==> config.mk <==
export PLATFORM = sky130hd
export DESIGN_NAME = l4s_path_detector
export DESIGN_NICKNAME = d
export VERILOG_FILES = /design/src/l4s_pkg.sv /design/src/l4s_fifo.sv /design/src/l4s_engine.sv /design/src/l4s_path_detector.sv
export VERILOG_INCLUDE_DIRS = /design/src /design/src/src
export SDC_FILE = /design/constraint.sdc
export NUM_CORES = 2
export LEC_CHECK = 0
export BUFFER_PORTS_ARGS = -buffer_cell sky130_fd_sc_hd__buf_2
export CAP_MARGIN = 0
export CORE_MARGIN = 2
export CORE_UTILIZATION = 25
export CTS_CLUSTER_DIAMETER = 120
export DETAILED_ROUTE_END_ITERATION = 7
export GPL_ROUTABILITY_DRIVEN = 0
export SYNTH_ARGS = -nofsm -noshare
export SYNTH_HDL_FRONTEND = slang
export SYNTH_SLANG_ARGS = --single-unit
==> constraint.sdc <==
create_clock -name aclk -period 19 [get_ports aclk]
set_input_delay 3.8 -clock aclk [delete_from_list [all_inputs] [get_ports aclk]]
set_output_delay 3.8 -clock aclk [all_outputs]
set_load 0.1 [all_outputs]
==> src/l4s_path_detector_assert.svh <==
// Assertion macros shared by the path detector RTL.
`ifndef L4S_PATH_DETECTOR_ASSERT_SVH
`define L4S_PATH_DETECTOR_ASSERT_SVH
// Implication checked on every clock edge outside reset.
`define L4S_ASSERT_IMPL(label, clk, rstn, lhs, rhs) \
    label: assert property (@(posedge clk) disable iff (!rstn) (lhs) |-> (rhs)) \
        else $error("assertion failed");
// Next-cycle implication checked outside reset.
`define L4S_ASSERT_NEXT(label, clk, rstn, lhs, rhs) \
    label: assert property (@(posedge clk) disable iff (!rstn) (lhs) |=> (rhs)) \
        else $error("assertion failed");
`endif

==> src/l4s_pkg.sv <==
// Package with shared types and codes of the path detector.
`default_nettype none
package l4s_pkg;
    localparam logic [1:0] OP_SEND   = 2'd0;
    localparam logic [1:0] OP_ACK    = 2'd1;
    localparam logic [1:0] OP_LOSS   = 2'd2;
    localparam logic [1:0] OP_UNUSED = 2'd3;

    localparam logic [1:0] CP_NONE = 2'd0;
    localparam logic [1:0] CP_ECT1 = 2'd1;
    localparam logic [1:0] CP_ECT0 = 2'd2;

    localparam logic [1:0] ST_UNKNOWN  = 2'd0;
    localparam logic [1:0] ST_PROBING  = 2'd1;
    localparam logic [1:0] ST_ENABLED  = 2'd2;
    localparam logic [1:0] ST_DISABLED = 2'd3;

    localparam logic [2:0] REG_ENABLE  = 3'd0;
    localparam logic [2:0] REG_CE_TH   = 3'd1;
    localparam logic [2:0] REG_CL_TH   = 3'd2;
    localparam logic [2:0] REG_PROBE_P = 3'd3;
    localparam logic [2:0] REG_PROBE_R = 3'd4;

    typedef struct packed {
        logic [1:0]  op;
        logic [61:0] ect1_total;
        logic [61:0] ce_total;
        logic [31:0] lost_packets;
    } l4s_item_t;

    typedef struct packed {
        logic [1:0]  codepoint;
        logic [1:0]  path_state;
        logic        path_capable;
        logic [10:0] alpha;
        logic        feedback_ignored;
    } l4s_result_t;
endpackage
`default_nettype wire

==> src/l4s_fifo.sv <==
// Short queue between the input front end and the processing engine.
`default_nettype none
module l4s_fifo
    import l4s_pkg::*;
(
    input  wire logic      aclk,
    input  wire logic      aresetn,
    input  wire logic      wr_valid,
    output logic           wr_ready,
    input  wire l4s_item_t wr_data,
    output logic           rd_valid,
    input  wire logic      rd_ready,
    output l4s_item_t      rd_data
);
    l4s_item_t  mem_reg [2];
    logic       wp_reg, rp_reg;
    logic [1:0] cnt_reg;
    logic       do_wr, do_rd;

    assign wr_ready = (cnt_reg != 2'd2);
    assign rd_valid = (cnt_reg != 2'd0);
    assign rd_data  = mem_reg[rp_reg];
    assign do_wr    = wr_valid && wr_ready;
    assign do_rd    = rd_valid && rd_ready;

    always_ff @(posedge aclk) begin
        if (do_wr) begin
            mem_reg[wp_reg] <= wr_data;
        end
        if (!aresetn) begin
            wp_reg  <= 1'b0;
            rp_reg  <= 1'b0;
            cnt_reg <= 2'd0;
        end else begin
            if (do_wr) wp_reg <= ~wp_reg;
            if (do_rd) rp_reg <= ~rp_reg;
            cnt_reg <= cnt_reg + {1'b0, do_wr} - {1'b0, do_rd};
        end
    end
endmodule
`default_nettype wire

==> src/l4s_engine.sv <==
// Processing engine: state updates, serial fraction divider and detection rules.
`default_nettype none
module l4s_engine
    import l4s_pkg::*;
#(
    parameter int ALPHA_SHIFT = 4
) (
    input  wire logic        aclk,
    input  wire logic        aresetn,
    input  wire logic        in_valid,
    output logic             in_ready,
    input  wire l4s_item_t   in_item,
    output logic             out_valid,
    input  wire logic        out_ready,
    output l4s_result_t      out_res,
    input  wire logic        cfg_valid,
    input  wire logic [2:0]  cfg_index,
    input  wire logic [15:0] cfg_data
);
    typedef enum logic [2:0] {S_IDLE, S_DIV, S_ALPHA, S_DETECT, S_OUT} state_t;
    localparam int ONE = 1024;
    localparam logic [10:0] ONE_BITS = 11'(ONE);

    state_t      state_reg;
    logic        en_reg;
    logic [15:0] ce_th_reg, cl_th_reg, pp_reg;
    logic [7:0]  pr_reg;
    logic [1:0]  ps_reg;
    logic        cap_reg;
    logic [10:0] alpha_reg;
    logic [31:0] ce_seen_reg, loss_seen_reg;
    logic [7:0]  round_reg;
    logic [15:0] res_reg;
    logic        sent_any_reg;
    logic [61:0] last_ce_reg, last_e1_reg;
    logic [62:0] den_reg, rem_reg;
    logic [61:0] dce_reg;
    logic [10:0] q_reg;
    logic [3:0]  bit_reg;
    logic [1:0]  cp_reg;
    logic        ign_reg;
    l4s_result_t res_out_reg;
    logic        out_valid_reg;

    logic [61:0] dce, de1;
    logic [63:0] r2, r3;
    logic        sub1, sub2;
    logic        b;
    logic [32:0] ce_sum, loss_sum;
    logic [16:0] resp1;

    assign in_ready  = (state_reg == S_IDLE) && !out_valid_reg;
    assign out_valid = out_valid_reg;
    assign out_res   = res_out_reg;

    assign dce = in_item.ce_total - last_ce_reg;
    assign de1 = in_item.ect1_total - last_e1_reg;
    assign b   = ONE_BITS[bit_reg];
    always_comb begin
        r2 = {rem_reg, 1'b0};
        sub1 = (r2 >= {1'b0, den_reg});
        if (sub1) r2 = r2 - {1'b0, den_reg};
        r3 = r2 + (b ? {2'b0, dce_reg} : 64'd0);
        sub2 = (r3 >= {1'b0, den_reg});
        if (sub2) r3 = r3 - {1'b0, den_reg};
    end
    assign resp1 = {1'b0, res_reg} + 17'd1;
    assign ce_sum = {1'b0, ce_seen_reg} +
                    ((dce > 62'hFFFFFFFF) ? 33'hFFFFFFFF : {1'b0, dce[31:0]});
    assign loss_sum = {1'b0, loss_seen_reg} + {1'b0, in_item.lost_packets};

    always_ff @(posedge aclk) begin
        if (!aresetn) begin
            state_reg <= S_IDLE; en_reg <= 1'b0; ce_th_reg <= 16'd10;
            cl_th_reg <= 16'd5; pp_reg <= 16'd100; pr_reg <= 8'd3;
            ps_reg <= ST_UNKNOWN; cap_reg <= 1'b0; alpha_reg <= '0;
            ce_seen_reg <= '0; loss_seen_reg <= '0; round_reg <= '0;
            res_reg <= '0; sent_any_reg <= 1'b0; last_ce_reg <= '0;
            last_e1_reg <= '0; out_valid_reg <= 1'b0;
        end else begin
            if (out_valid_reg && out_ready) out_valid_reg <= 1'b0;
            if (cfg_valid) begin
                case (cfg_index)
                    REG_ENABLE: begin
                        en_reg <= cfg_data[0];
                        if (cfg_data[0] && ps_reg == ST_UNKNOWN) begin
                            ps_reg <= ST_PROBING; round_reg <= '0;
                            ce_seen_reg <= '0; loss_seen_reg <= '0;
                        end else if (!cfg_data[0]) begin
                            ps_reg <= ST_DISABLED; cap_reg <= 1'b0;
                        end
                    end
                    REG_CE_TH:   ce_th_reg <= cfg_data;
                    REG_CL_TH:   cl_th_reg <= cfg_data;
                    REG_PROBE_P: pp_reg <= cfg_data;
                    REG_PROBE_R: pr_reg <= cfg_data[7:0];
                    default: ;
                endcase
            end
            case (state_reg)
                S_IDLE: if (in_valid && in_ready) begin
                    cp_reg <= CP_NONE; ign_reg <= 1'b0; state_reg <= S_OUT;
                    case (in_item.op)
                        OP_SEND: begin
                            if (en_reg && (ps_reg == ST_ENABLED || ps_reg == ST_PROBING)) begin
                                cp_reg <= CP_ECT1; sent_any_reg <= 1'b1;
                                res_reg <= (resp1 >= {1'b0, pp_reg}) ? 16'd0 : resp1[15:0];
                            end else cp_reg <= CP_ECT0;
                        end
                        OP_ACK: begin
                            if (in_item.ce_total < last_ce_reg ||
                                in_item.ect1_total < last_e1_reg) begin
                                ign_reg <= 1'b1;
                            end else begin
                                last_ce_reg <= in_item.ce_total;
                                last_e1_reg <= in_item.ect1_total;
                                state_reg <= S_DETECT;
                                if (dce != '0) begin
                                    ce_seen_reg <= ce_sum[32] ? 32'hFFFFFFFF : ce_sum[31:0];
                                    dce_reg <= dce; den_reg <= {1'b0, dce} + {1'b0, de1};
                                    rem_reg <= '0; q_reg <= '0; bit_reg <= 4'd10;
                                    state_reg <= (de1 == '0) ? S_ALPHA : S_DIV;
                                    if (de1 == '0) q_reg <= 11'(ONE);
                                end
                            end
                        end
                        OP_LOSS: if (in_item.lost_packets != '0) begin
                            loss_seen_reg <= loss_sum[32] ? 32'hFFFFFFFF : loss_sum[31:0];
                            state_reg <= S_DETECT;
                        end
                        default: ;
                    endcase
                end
                S_DIV: begin
                    rem_reg <= r3[62:0];
                    q_reg <= {q_reg[9:0], 1'b0} + {10'd0, sub1} + {10'd0, sub2};
                    if (bit_reg == 4'd0) state_reg <= S_ALPHA;
                    else bit_reg <= bit_reg - 4'd1;
                end
                S_ALPHA: begin
                    logic [11:0] a;
                    a = {1'b0, alpha_reg} - {1'b0, 11'(alpha_reg >> ALPHA_SHIFT)}
                        + {1'b0, 11'(q_reg >> ALPHA_SHIFT)};
                    alpha_reg <= (a > 12'(ONE)) ? 11'(ONE) : a[10:0];
                    state_reg <= S_DETECT;
                end
                S_DETECT: begin
                    state_reg <= S_OUT;
                    if (en_reg && ps_reg == ST_PROBING) begin
                        if (ce_seen_reg >= {16'd0, ce_th_reg}) begin
                            ps_reg <= ST_ENABLED; cap_reg <= 1'b1;
                        end else if (loss_seen_reg >= {16'd0, cl_th_reg}) begin
                            ps_reg <= ST_DISABLED; cap_reg <= 1'b0;
                        end else if (sent_any_reg && res_reg == '0) begin
                            logic [7:0] nr;
                            nr = (round_reg != 8'hFF) ? round_reg + 8'd1 : round_reg;
                            round_reg <= nr;
                            if (nr >= pr_reg) begin
                                ps_reg <= (ce_seen_reg != '0) ? ST_ENABLED : ST_DISABLED;
                                cap_reg <= (ce_seen_reg != '0);
                            end
                        end
                    end else if (en_reg && ps_reg == ST_ENABLED) begin
                        if (loss_seen_reg >= {15'd0, cl_th_reg, 1'b0}) begin
                            ps_reg <= ST_PROBING; round_reg <= '0;
                            ce_seen_reg <= '0; loss_seen_reg <= '0;
                        end else if (ce_seen_reg > {15'd0, ce_th_reg, 1'b0}) begin
                            ce_seen_reg <= '0; loss_seen_reg <= '0;
                        end
                    end
                end
                S_OUT: begin
                    res_out_reg <= '{cp_reg, ps_reg, cap_reg, alpha_reg, ign_reg};
                    out_valid_reg <= 1'b1;
                    state_reg <= S_IDLE;
                end
                default: state_reg <= S_IDLE;
            endcase
        end
    end
endmodule
`default_nettype wire

==> src/l4s_path_detector.sv <==
// Top level of the L4S path detector.
// Usage:
// Items enter on the s_axis channel (tuser = op, tdata = ect1_total,
// ce_total, lost_packets) and each yields one result on m_axis.
// Every item passes a two-entry queue into a sequential engine.
// The engine takes each item from the queue straight to S_OUT for a send, an
// unused op, a backward ack or an empty loss; through S_DETECT to S_OUT for a
// loss or an ack without new CE marks; through S_ALPHA and S_DETECT for an ack
// with CE marks and no new ECT(1) count; and for an ack with both, first
// through the 11-step radix-2 fraction divider (S_DIV); S_OUT registers the
// result. The next queued item enters the cycle after the result transaction.
// Configuration writes on cfg_valid/cfg_index/cfg_data are always accepted
// and must be made while the block is idle.
// Synchronous active-low reset restores the register defaults and clears
// all path state. When m_axis_tready is low the result holds and the
// engine stalls; the queue keeps taking items until it is full.
`default_nettype none
module l4s_path_detector
    import l4s_pkg::*;
#(
    parameter int ALPHA_SHIFT = 4
) (
    input  wire logic         aclk,
    input  wire logic         aresetn,
    input  wire logic         s_axis_tvalid,
    output logic              s_axis_tready,
    // tdata: ect1_total[61:0], ce_total[123:62], lost_packets[155:124]
    input  wire logic [159:0] s_axis_tdata,
    // tuser: op[1:0]
    input  wire logic [1:0]   s_axis_tuser,
    output logic              m_axis_tvalid,
    input  wire logic         m_axis_tready,
    // tdata: path_state[1:0], path_capable[2], alpha[13:3], feedback_ignored[14]
    output logic [15:0]       m_axis_tdata,
    // tuser: codepoint[1:0]
    output logic [1:0]        m_axis_tuser,
    input  wire logic         cfg_valid,
    output logic              cfg_ready,
    input  wire logic [2:0]   cfg_index,
    input  wire logic [15:0]  cfg_data
);
    `include "l4s_path_detector_assert.svh"

    l4s_item_t   item, q_item;
    logic        q_valid, q_ready;
    l4s_result_t res;

    assign item = '{s_axis_tuser, s_axis_tdata[61:0], s_axis_tdata[123:62],
                    s_axis_tdata[155:124]};
    assign cfg_ready = 1'b1;

    l4s_fifo u_fifo (
        .aclk(aclk), .aresetn(aresetn),
        .wr_valid(s_axis_tvalid), .wr_ready(s_axis_tready), .wr_data(item),
        .rd_valid(q_valid), .rd_ready(q_ready), .rd_data(q_item)
    );

    l4s_engine #(.ALPHA_SHIFT(ALPHA_SHIFT)) u_engine (
        .aclk(aclk), .aresetn(aresetn),
        .in_valid(q_valid), .in_ready(q_ready), .in_item(q_item),
        .out_valid(m_axis_tvalid), .out_ready(m_axis_tready), .out_res(res),
        .cfg_valid(cfg_valid), .cfg_index(cfg_index), .cfg_data(cfg_data)
    );

    assign m_axis_tdata = {1'b0, res.feedback_ignored, res.alpha,
                           res.path_capable, res.path_state};
    assign m_axis_tuser = res.codepoint;

    `L4S_ASSERT_NEXT(a_hold, aclk, aresetn, m_axis_tvalid && !m_axis_tready,
        m_axis_tvalid && $stable(m_axis_tdata))
    `L4S_ASSERT_IMPL(a_alpha, aclk, aresetn, m_axis_tvalid, m_axis_tdata[13:3] <= 11'd1024)
    `L4S_ASSERT_IMPL(a_cp, aclk, aresetn, m_axis_tvalid && m_axis_tuser != CP_NONE,
        m_axis_tdata[14] == 1'b0)
endmodule
`default_nettype wire

==> reports/qor.csv <==
metric,value,unit
R2R Setup Slk,5.52,ns
final setup violation count,0,
layer with the highest usage,met2,
CP max FO,98,
largest stage delay on the critical path,0.72,ns
clock sink count,833,
drt drc,0,
ranking of synthesized cells by area,"edfxtp_1 27%, ha_1 11%, dfxtp_1 9.8%, a21oi_1 4.3%, xnor2_1 4.1%",
Setup CP Type,reg -> reg,
"antenna viol nets, final",0,
Worst Setup End Kind,flip-flop,
Initial Util,25.1,%
VDD IR max,0.114,mV
Post-synth EDFFs,539,
"Top cell by count, worst path",ha_1,
port bufs,200,
Final min period,13.48,ns
hold buffers post-CTS,0,
TritonCTS buffer count,91,
Via density,4.92,
layout filler cell count,25100,
Mapped Area,60200,um2
initial antenna violation count,16,
number of global-route vias before repair,47000,
Syn Nets,7319,
fraction of the mapped netlist area in adder cells,12.0,%
setup_tns,0,ns
met1 usage,17.7,%
post-CTS setup buffer count,0,
syn avg cell area,9.17,um2
Crit path arrival time,13.91,ns
Routed WL,165000,um
dominant cell type by area after synthesis,edfxtp_1,
max-slew violations,0,
met2 global-route usage,20.8,%
global-route wire length before repair,258000,um
Root Driver,clkbuf_16,
Post-synth top flop,edfxtp_1,
Worst Tran Pin Value,1.16,ns
simple-gate share of the synthesized area,16.1,%
GRT Util Overall,13.0,%
post-layout util,28.2,%
Die Y,495,um
Syn Inst Count,6565,
clock buffer depth,3,
xor/xnor share of the synthesized area,6.11,%
Netlist cell types,98,
largest net degree at the start of global routing,249,
Slew headroom,22.6,%
Worst Hold Class,reg -> reg,
"flops & latches, synth",833,
final worst path period share,71.0,%
Lkg Pwr,0.0258,uW
placed wire-length estimate,128000,um
f_max,74.2,MHz
PD cells,187,nW/um2
area share of the largest cell type after synthesis,26.9,%
critical path's top delay family,compound AO/OA/AOI/OAI gates,
critical path required time,19.42,ns
CP bufs+invs,6,
die span in x,495,um
max_cap viols,0,
"commonest non-fill, non-tap cell in the layout",nand2_1,
sequential area share after synthesis,36.7,%
"commonest cells after routing, fill and taps aside","588 x nand2_1, 553 x ha_1, 539 x edfxtp_1",
ratio of cells with drive above 1 in the final layout,9.67,%
TritonRoute pass-1 iters,6,
"Area growth, synth to finish",12.4,%
synthesis warning total,0,
post-synthesis mux area share,3.45,%
Synth Area in Compound Gates,21.2,%
area of the die,245000,um2
CORE AREA,240000,um2
largest family of logic cells by synthesized area,compound AO/OA/AOI/OAI gates,
CTS resizes,0,
Worst path slowest cell,buf_4,
total global routing overflow,0,
number of flip-flops in the largest register,316,
IO Count,207,
outcome,"complete, no violations",
Async SR Flop Fraction,0,%
met3 Track Usage GR,1.54,%
clock slew at reported path FFs,0.06,ns
H-Tree Level Count,3,
CTS tree,yes,
RSZ-0062 raised after global routing,false,
CP startpoint kind,flip-flop,
WL/cell,16.7,um
DRT iter0 DRCs,3492,
num rows,180,
Final Hold Viols,0,
clk_lat worst skew,0.73,ns
Final nets,7386,
Final Skew,0.0528,ns
vias,48700,
==> cells by family after synthesis <==
family,count (synthesis)
AOI/OAI and AO/OA,1902
xor gates and xnor gates,420
adders and majority gates,568
buffers and inverters,698
DFF,833
muxes,186
other,2
and+or+nand+nor,1956
==> worst paths after layout <==
| kind | depth (start not counted) | to | from |
|---|---|---|---|
| max reg2reg | 43 | u_engine.q_reg[10] | u_engine.rem_reg[17] |
| min | 2 | u_engine.pr_reg[5] | u_engine.pr_reg[5] |
| max | 43 | u_engine.q_reg[10] | u_engine.rem_reg[17] |
| min reg2reg | 2 | u_engine.pr_reg[5] | u_engine.pr_reg[5] |
==> tightest hold or removal path: cells and delay by family, from the launching register on <==
| family | cells | cell delay, ns |
|---|---|---|
| flops | 1 | 0.31 |
| compound gates | 1 | 0.06 |
| simple gates | 1 | 0.05 |
==> power by group <==
part	total, uW	leakage (uW)	internal, uW	switching [uW]
Combinational	8300	0.0169	3220	5080
Clock	1880	0.00149	1070	813
Sequential	2490	0.00736	2370	127
==> routing by layer <==
metal / up-vias / wire length [um]
met4: 26 / 6030
met3: 325 / 8420
li1: 24000 / -
met2: 1302 / 73500
met1: 23000 / 76800
met5: - / 154
==> layout make-up <==
type | count | area, um2 | share of cell area, %
Multi-Input combinational cell | 5034 | 35500 | 52.5
Sequential cell | 833 | 22100 | 32.6
Tap cell | 3185 | 3990 | 5.89
Clock buffer | 109 | 2400 | 3.54
Inverter | 448 | 1680 | 2.49
Timing Repair Buffer | 224 | 1240 | 1.83
Clock inverter | 61 | 783 | 1.16
Antenna cell | 2 | 5.00 | 0.00740
==> metrics by stage <==
step                hold slack, ns  worst slack [ns]  power [uW]  area [um2]  cells
floorplan                    0.400              7.82        8760       60200   6565
finish                       0.470              5.52       12700       67700   9896
detailed placement           0.453              5.66       10700       64500   9724
global placement             0.455              5.68       10500       64500   9724
CTS                          0.463              5.61       12600       67600   9894
global route                 0.486              4.73       13600       67700   9895
==> cells in the mapped netlist, types with 37 or more instances <==
master,n
nand2_1,589
ha_1,553
clkbuf_1,207
xor2_1,139
o21a_1,82
nand3_1,148
a211oi_1,58
xnor2_1,281
edfxtp_1,539
o211ai_1,37
and2_1,114
nor3_1,79
and3_1,55
a21o_1,265
nand2b_1,210
a21boi_0,205
o31ai_1,65
inv_1,445
a31oi_1,43
o21bai_1,72
nor2b_1,64
nor4_1,50
nor2_1,390
mux2_2,172
a21oi_1,519
nand4_1,109
o21ai_0,293
or3_1,37
dfxtp_1,294
(Power assumes the default switching activity.)
